===== config.mk =====
export PLATFORM = sky130hd
export DESIGN_NAME = text_token_boundary_marker
export DESIGN_NICKNAME = d
export VERILOG_FILES = /design/src/hdl/ttbm_pkg.sv /design/src/hdl/ttbm_classify.sv /design/src/hdl/text_token_boundary_marker.sv
export SDC_FILE = /design/constraint.sdc
export NUM_CORES = 1
export LEC_CHECK = 0
export BUFFER_PORTS_ARGS = -buffer_cell sky130_fd_sc_hd__buf_2
export CAP_MARGIN = 20
export CORE_UTILIZATION = 40
export CTS_CLUSTER_SIZE = 30
export DETAILED_ROUTE_END_ITERATION = 16
export GPL_TIMING_DRIVEN = 0
export HOLD_SLACK_MARGIN = 0.03
export PLACE_DENSITY = 0.61
export SETUP_SLACK_MARGIN = 0.2
export SLEW_MARGIN = 10
export SYNTH_ARGS = -nofsm -noshare
export SYNTH_HDL_FRONTEND = slang
export SYNTH_SLANG_ARGS = --single-unit

===== constraint.sdc =====
create_clock -name clk -period 4.5 [get_ports clk]
set_input_delay 0.9 -clock clk [delete_from_list [all_inputs] [get_ports clk]]
set_output_delay 0.9 -clock clk [all_outputs]
set_load 0.05 [all_outputs]

===== src/hdl/ttbm_pkg.sv =====
// Package for the text token boundary marker.
// Holds the output codes, tokenizer state encodings, character constants and
// the struct that the classifier hands to the top level. No dependencies.
package ttbm_pkg;

	localparam int MAX_BUFFER = 65536;
	localparam int POS_W      = 16;
	localparam int POS_MAX    = (1 << POS_W) - 1;
	// last index the byte counter may reach
	localparam int INDEX_LIMIT_INT = (MAX_BUFFER - 1 > POS_MAX) ? POS_MAX : (MAX_BUFFER - 1);
	localparam logic [POS_W-1:0] INDEX_LIMIT = INDEX_LIMIT_INT[POS_W-1:0];

	typedef enum logic [1:0] {
		ROLE_SKIP  = 2'd0,
		ROLE_BEGIN = 2'd1,
		ROLE_CONT  = 2'd2
	} role_t;

	typedef enum logic [2:0] {
		KIND_NONE   = 3'd0,
		KIND_NUMBER = 3'd1,
		KIND_IDENT  = 3'd2,
		KIND_SYMBOL = 3'd3,
		KIND_LINE   = 3'd4
	} kind_t;

	typedef enum logic [1:0] {
		CLS_NONE   = 2'd0,
		CLS_NUMBER = 2'd1,
		CLS_IDENT  = 2'd2
	} open_class_t;

	typedef enum logic [1:0] {
		PHASE_START    = 2'd0,
		PHASE_INSIDE   = 2'd1,
		PHASE_AFTER_CR = 2'd2,
		PHASE_AFTER_LF = 2'd3
	} phase_t;

	localparam logic [7:0] CH_MINUS = 8'h2D;
	localparam logic [7:0] CH_PLUS  = 8'h2B;
	localparam logic [7:0] CH_E     = 8'h65;
	localparam logic [7:0] CH_DOT   = 8'h2E;
	localparam logic [7:0] CH_UNDER = 8'h5F;
	localparam logic [7:0] CH_CR    = 8'h0D;
	localparam logic [7:0] CH_LF    = 8'h0A;
	localparam logic [7:0] CH_TAB   = 8'h09;
	localparam logic [7:0] CH_SPACE = 8'h20;
	localparam logic [7:0] CH_0     = 8'h30;
	localparam logic [7:0] CH_9     = 8'h39;
	localparam logic [7:0] CH_LA    = 8'h61;
	localparam logic [7:0] CH_LZ    = 8'h7A;
	localparam logic [7:0] CH_UA    = 8'h41;
	localparam logic [7:0] CH_UZ    = 8'h5A;

	typedef struct packed {
		role_t       role;
		kind_t       kind;
		open_class_t open_class;
		phase_t      line_phase;
	} cls_res_t;

endpackage


===== src/hdl/ttbm_classify.sv =====
// Byte classifier for the token boundary marker: labels one byte and gives
// the next tokenizer/line state. Purely combinational. Depends on ttbm_pkg.
module ttbm_classify (
	input  logic [7:0]             ch,
	input  logic                   line_mode,
	input  ttbm_pkg::open_class_t  open_class,
	input  ttbm_pkg::phase_t       line_phase,
	output ttbm_pkg::cls_res_t     res
);
	import ttbm_pkg::*;

	logic is_digit, is_letter, is_space, is_num_more, pair;
	phase_t phase_nl;

	assign is_digit    = (ch >= CH_0) && (ch <= CH_9);
	assign is_letter   = ((ch >= CH_LA) && (ch <= CH_LZ)) || ((ch >= CH_UA) && (ch <= CH_UZ)) ||
	                     (ch == CH_UNDER);
	assign is_space    = (ch == CH_SPACE) || (ch == CH_TAB) || (ch == CH_CR) || (ch == CH_LF);
	assign is_num_more = is_digit || (ch == CH_MINUS) || (ch == CH_PLUS) || (ch == CH_E) ||
	                     (ch == CH_DOT);
	// CR LF and LF CR collapse into one newline
	assign pair = ((line_phase == PHASE_AFTER_CR) && (ch == CH_LF)) ||
	              ((line_phase == PHASE_AFTER_LF) && (ch == CH_CR));

	always_comb begin
		priority if (ch == CH_CR) phase_nl = PHASE_AFTER_CR;
		else if (ch == CH_LF) phase_nl = PHASE_AFTER_LF;
		else phase_nl = PHASE_INSIDE;
	end

	always_comb begin
		res.open_class = open_class;
		res.line_phase = line_phase;
		if (line_mode) begin
			res.kind = KIND_LINE;
			priority if (pair) begin
				res.role       = ROLE_CONT;
				res.line_phase = PHASE_START;
			end else if (line_phase == PHASE_INSIDE) begin
				res.role       = ROLE_CONT;
				res.line_phase = phase_nl;
			end else begin
				res.role       = ROLE_BEGIN;
				res.line_phase = phase_nl;
			end
		end else begin
			priority if ((open_class == CLS_NUMBER) && is_num_more) begin
				res.role = ROLE_CONT;
				res.kind = KIND_NUMBER;
			end else if ((open_class == CLS_IDENT) && (is_letter || is_digit)) begin
				res.role = ROLE_CONT;
				res.kind = KIND_IDENT;
			end else if (is_space) begin
				res.role       = ROLE_SKIP;
				res.kind       = KIND_NONE;
				res.open_class = CLS_NONE;
			end else if (is_digit) begin
				res.role       = ROLE_BEGIN;
				res.kind       = KIND_NUMBER;
				res.open_class = CLS_NUMBER;
			end else if (is_letter) begin
				res.role       = ROLE_BEGIN;
				res.kind       = KIND_IDENT;
				res.open_class = CLS_IDENT;
			end else begin
				res.role       = ROLE_BEGIN;
				res.kind       = KIND_SYMBOL;
				res.open_class = CLS_NONE;
			end
		end
	end

endmodule


===== src/hdl/text_token_boundary_marker.sv =====
// Top level of the text token boundary marker: state registers, byte counter
// and the output register. Depends on ttbm_pkg and ttbm_classify.
// Results are registered: each accepted input transaction loads the output register.
// Throughput: one byte per cycle; the only back-pressure is a held output
// register, which stalls the input in the same cycle.
// Reset: token mode, no token open, line start, byte index zero, output empty.
module text_token_boundary_marker (
	input  logic        clk,
	input  logic        arst_n,
	input  logic        cfg_wr_en,
	input  logic        cfg_wr_data,
	input  logic        in_valid,
	output logic        in_stall,
	input  logic [7:0]  ch,
	input  logic        final_byte,
	output logic        out_valid,
	input  logic        out_stall,
	output logic [1:0]  role,
	output logic [2:0]  kind,
	output logic [15:0] position,
	output logic        buffer_end
);
	import ttbm_pkg::*;

	logic             line_mode_q;
	open_class_t      open_class_q;
	phase_t           line_phase_q;
	logic [POS_W-1:0] byte_index_q;
	logic             out_valid_q;
	logic             accept;
	cls_res_t         cls;

	ttbm_classify u_classify (
		.ch         (ch),
		.line_mode  (line_mode_q),
		.open_class (open_class_q),
		.line_phase (line_phase_q),
		.res        (cls)
	);

	assign in_stall = out_valid_q && out_stall;
	assign accept   = in_valid && !in_stall;

	always_ff @(posedge clk or negedge arst_n) begin
		if (!arst_n) begin
			line_mode_q  <= 1'b0;
			open_class_q <= CLS_NONE;
			line_phase_q <= PHASE_START;
			byte_index_q <= '0;
		end else if (cfg_wr_en) begin
			line_mode_q  <= cfg_wr_data;
			open_class_q <= CLS_NONE;
			line_phase_q <= PHASE_START;
		end else if (accept) begin
			if (final_byte) begin
				open_class_q <= CLS_NONE;
				line_phase_q <= PHASE_START;
				byte_index_q <= '0;
			end else begin
				open_class_q <= cls.open_class;
				line_phase_q <= cls.line_phase;
				if (byte_index_q < INDEX_LIMIT) byte_index_q <= byte_index_q + 1'b1;
			end
		end
	end

	always_ff @(posedge clk or negedge arst_n) begin
		if (!arst_n) begin
			out_valid_q <= 1'b0;
		end else if (accept) begin
			out_valid_q <= 1'b1;
		end else if (!out_stall) begin
			out_valid_q <= 1'b0;
		end
	end

	always_ff @(posedge clk) begin
		if (accept) begin
			role       <= cls.role;
			kind       <= cls.kind;
			position   <= byte_index_q;
			buffer_end <= final_byte;
		end
	end

	assign out_valid = out_valid_q;

endmodule


### Yosys cells after proc, flatten, opt, wreduce, memory -nomap -nowiden

Index checks and enable logic that the tools add are counted.

* output and inout port bits: 24
* bits in read-only memories: 0
* RAM bits: 0
* input bits: 15
* memories kept: 0
* logic and storage cells: 90
* latch bits: 0
* bits in registers: 44

* $lt $le $gt $ge: 7
* shifts and indexed selects: 0
* bitwise logic cells: 1
* divide/modulo/power cells: 0
* reductions and logical operators: 28
* multiplexer cells: 25
* multipliers: 0
* eq/ne operators: 18
* $add $sub $neg: 1

Operators by type and width (count)
* $eq A8 B6 Y1 const B: 4
* $mux W16: 2
* $mux W2: 15
* $eq A8 B4 Y1 const B: 3
* $add A16 B1 Y16 const B: 1
* $eq A8 B7 Y1 const B: 2
* $ge A8 B7 Y1 const B: 2
* $le A8 B7 Y1 const B: 2
* $lt A16 B16 Y1 const B: 1
* $mux W5: 3
* $logic_or A1 B1 Y1: 11
* $logic_and A1 B1 Y1: 9
* $ne A3 B3 Y1 const B: 3
* $ge A8 B6 Y1 const B: 1
* $le A8 B6 Y1 const B: 1
* $mux W7: 1
* $eq A2 B2 Y1 const B: 3
* $eq A2 B1 Y1 const B: 2
* $mux W4: 1
* $reduce_and A4 Y1: 1
* $reduce_bool A2 Y1: 2
* $mux W3: 1
* $reduce_and A3 Y1: 1
* $reduce_bool A3 Y1: 1
* other kinds (6): 7

### Longest topological paths before layout

* depth after elaboration: 13
* gate-level depth with buffers: 7

### By module

A second synthesis with hierarchy kept.

* cells, all modules: 216
* area, all modules: 2347.3 um2

By module, submodules not included
* text_token_boundary_marker: cells each 155, times used 1, area each 1935.6 um2
* ttbm_classify: cells each 61, times used 1, area each 411.6 um2

### Worst setup path after synthesis

Ideal clock, no wire load.

* kind: in2reg
* from: input port in_valid
* to: register byte_index_q[8]
* arrival: 2432 ps
* buffers on the path: 0
* library setup time: 88 ps
* cell stages on the path: 6
* setup slack: 1979 ps
* cell sequence: a21bo_4 > clkinv_1 > and3_1 > a21oi_1 > o21ai_0 > a41oi_1

* word-level cells in the longest chain between the ends: 2

Ends and longest elaborated chain
* start: declaration: line text_token_boundary_marker.sv:12 `input logic in_valid,`
* $logic_and A1 B1 Y1: line text_token_boundary_marker.sv:42 `assign accept = in_valid && !in_stall;`
* via accept: line text_token_boundary_marker.sv:30 `logic accept;`
* $reduce_and A3 Y1 (no line)
* end signal: assignment: line text_token_boundary_marker.sv:62 `if (byte_index_q < INDEX_LIMIT) byte_index_q <= byte_index_q + 1'b1;`
* end: declaration: line text_token_boundary_marker.sv:28 `logic [POS_W-1:0] byte_index_q;`

The timed path passes the listed nets, and every way through them passes these cells.
A chain may end at the register's enable or synchronous reset.

### Final worst setup path

* from: input port in_valid
* to: register byte_index_q[14]

The elaborated chain is that of the path after synthesis.

==> results.cfg <==
[synth]
synth_largest_area_cell = edfxtp_1
syn_area_sq_mm = 0.00225
synth_commonest_cells = dfrtp_1 (22), edfxtp_1 (22), nor2_1 (17), nand2_1 (13), a21oi_1 (12)
synth-adder-area-share_pct = 0.557
synth-compound-area-share_pct = 13.5
syn_inst = 197
ys_seq_area_share_pct = 53.9
synth.distinct_cells = 58
synth_xor_area_share_pct = 4.68
synthArstFlopShare_pct = 50.0
synthMuxAreaShare_pct = 1.45
synth_edf_count = 22
syn_nets = 213
synth.avg_cell_area_sq_um = 11.4
synth_seq_cells = 44
synth-simple-area-share_pct = 23.0
ys.flop_type = edfxtp_1
yosysTopAreaCellShare_pct = 29.4
synth_top_family_by_area = simple AND/OR/NAND/NOR gates
synth_warnings = 0
synthTopCellsByArea = edfxtp_1 (29%), dfrtp_1 (24%), xnor2_1 (3.1%)

[cells_and_area]
drive_gt1_share_pct = 28.2
fillers = 505
synthToLayoutAreaGrowth_pct = 17.8
num_antenna_cells = 0
nets = 256

[power_and_ir_drop]
peakVddDrop_uv = 150
p_per_area_mw_per_mm2 = 354
p_leak_nw = 1.05

[detailed_routing]
post_drt_wl_per_cell_um = 13.9
via_count = 1639
drc = 0
routed_wl_um = 4340
drtAntennaViolNets = 0
avgViaCountPerCell = 5.27
drtIter0Drc = 103
dr.pass1.iters = 4

[run]
maxCapViolations = 0

[clock_network]
root_buffer = clkbuf_8
insertion_delay_ns = 0.30
cts_tree = done
clock_sinks = 44
cts_buffer_depth = 2
clk_pin_slew_ns = 0.08
ctsHtreeMaxLevel = 2
ctsHoldBuffers = 0
numCtsBuffers = 5
cts_resized = 0
postCtsSetupBuffers = 0

[setup_path]
crit_path_start = in_valid
r2r-start = out_valid
endpoint = byte_index_q[14]
cp-end-kind = flop
critical_path_arrival_ns = 2.52
criticalPathCategory = in -> reg
crit_path_start_kind = input pin
r2r-end = byte_index_q[14]
required_ns = 4.72
r2r_cells = 5
crit_fanout = 16
r2r_setup_slack_ns = 2.56

[sta]
finalHoldViolCount = 0
fin_setup_tns_ns = 0
fin_crit_sh_pct = 51.0
setup_viol = 0
grt_setup_unrepaired = no
maxSlewViolCount = 0
finClkSkew_ns = 0.00753
worst_pin_slew_ns = 0.535
slew_headroom_pct = 64.1
fmax_ghz = 0.435
worst_slack_ns = 2.20
period_minus_slack_ns = 2.30

[grt]
grt_pass1_vias = 1478
grt_use_total_pct = 15.7
grt_pass1_wl_um = 7230
antenna_found_initial = 0
grt-ovfl-total = 0
grt_max_degree = 32

[floorplanning]
fp.dieH_um = 77.0
dieArea_sq_mm = 0.00592
rows = 26
coreArea_sq_mm = 0.00527
die_x_um = 77.0
pin_count = 39
start_util_pct = 42.6

[place]
pre_cts_ws_ns = 1.35
gp_congestion = 0.789
hpwl_um = 3020
io_buffers = 35

[status]
status = finished, final reports clean

[hold_path]
hp-class = reg -> reg
## metal layers
metal / part of all wire [%] / global-route usage [%] / up-vias
met3: 4.1 / 3.33 / 6
li1: - / - / 820
met1: 49 / 21.9 / 767
met2: 46 / 23.4 / 46
met4: 1.6 / 6.73 / 0
met5: 0 / 0 / -
## logic make-up (layout without fill, tap and decap cells)
logic type | after synthesis | in the layout
mux | 3 | 3
compound gates | 40 | 40
buf+inv | 15 | 59
xor+xnor | 12 | 12
flops | 44 | 44
simple gates | 82 | 82
fa+ha+maj | 1 | 1
## registers in the layout (all words and copies together) (netlist names)
name          count
buffer_end        1
byte_index_q     16
kind              3
line_mode_q       1
line_phase_q      2
open_class_q      2
out_valid         1
position         16
role              2
## area by class of cell
| type | instances | area (sq um) | area share (%) |
|---|---|---|---|
| flip-flops and latches | 44 | 1210 | 45.8 |
| multi-input cells | 138 | 970 | 36.6 |
| repair buffers | 36 | 190 | 7.19 |
| well taps | 70 | 87.6 | 3.31 |
| clock buffers | 6 | 82.6 | 3.12 |
| clock inverters | 2 | 38.8 | 1.47 |
| plain buffers | 7 | 36.3 | 1.37 |
| inverters | 8 | 30.0 | 1.13 |
## cells in the final DEF (no fill, tap or decap), drive strengths merged, types with 3 or more instances in the layout
master | netlist | layout
nand4bb | 3 | 3
inv | 7 | 7
nand4 | 4 | 4
xnor2 | 8 | 8
and3 | 3 | 3
or4 | 3 | 3
xor2 | 4 | 4
nand2b | 4 | 4
a21oi | 13 | 13
nor4 | 6 | 6
or2 | 3 | 3
dfrtp | 22 | 22
nand3 | 6 | 6
nor2 | 17 | 17
nor3 | 4 | 4
o21ai | 6 | 6
or3b | 3 | 3
buf | 6 | 42
o211ai | 3 | 3
a211oi | 3 | 3
nand2 | 15 | 15
clkbuf | 1 | 7
edfxtp | 22 | 22
## worst min-delay path by stage
stage | start | end | slack [ns] | depth (start not counted)
after floorplan | byte_index_q[1] | position[1] | 0.46 | 0
after global placement | byte_index_q[14] | position[14] | 0.49 | 0
after detailed placement | byte_index_q[13] | position[13] | 0.49 | 0
after CTS | byte_index_q[13] | position[13] | 0.52 | 0
after global routing | byte_index_q[14] | position[14] | 0.53 | 0
final | byte_index_q[13] | position[13] | 0.51 | 0
## report_power, final
group / internal (mW) / leakage (nW) / switching, mW / total, mW
combinational: 0.0431 / 0.481 / 0.104 / 0.147
sequential: 0.452 / 0.510 / 0.0192 / 0.472
clock: 0.182 / 0.0614 / 0.137 / 0.318
## critical path, cell delays in order
cell and delay [ns]:
buf_2 0.10, a21bo_4 0.19, clkinv_1 0.44, and3_1 0.45, clkbuf_1 0.26, nor2_1 0.17
## stage by stage
| stage | power [mW] | area, sq um | std cells | hold slack [ns] | util (%) |
|---|---|---|---|---|---|
| after global placement | 0.625 | 2510 | 302 | 0.489 | 47.6 |
| after global routing | 0.979 | 2650 | 311 | 0.531 | 50.2 |
| after CTS | 0.944 | 2630 | 310 | 0.516 | 49.9 |
| after floorplan | 0.584 | 2250 | 197 | 0.465 | - |
| final | 0.937 | 2650 | 311 | 0.511 | 50.2 |
| after detailed placement | 0.627 | 2510 | 302 | 0.494 | 47.6 |
No activity file was read; power rests on OpenSTA's default activity.
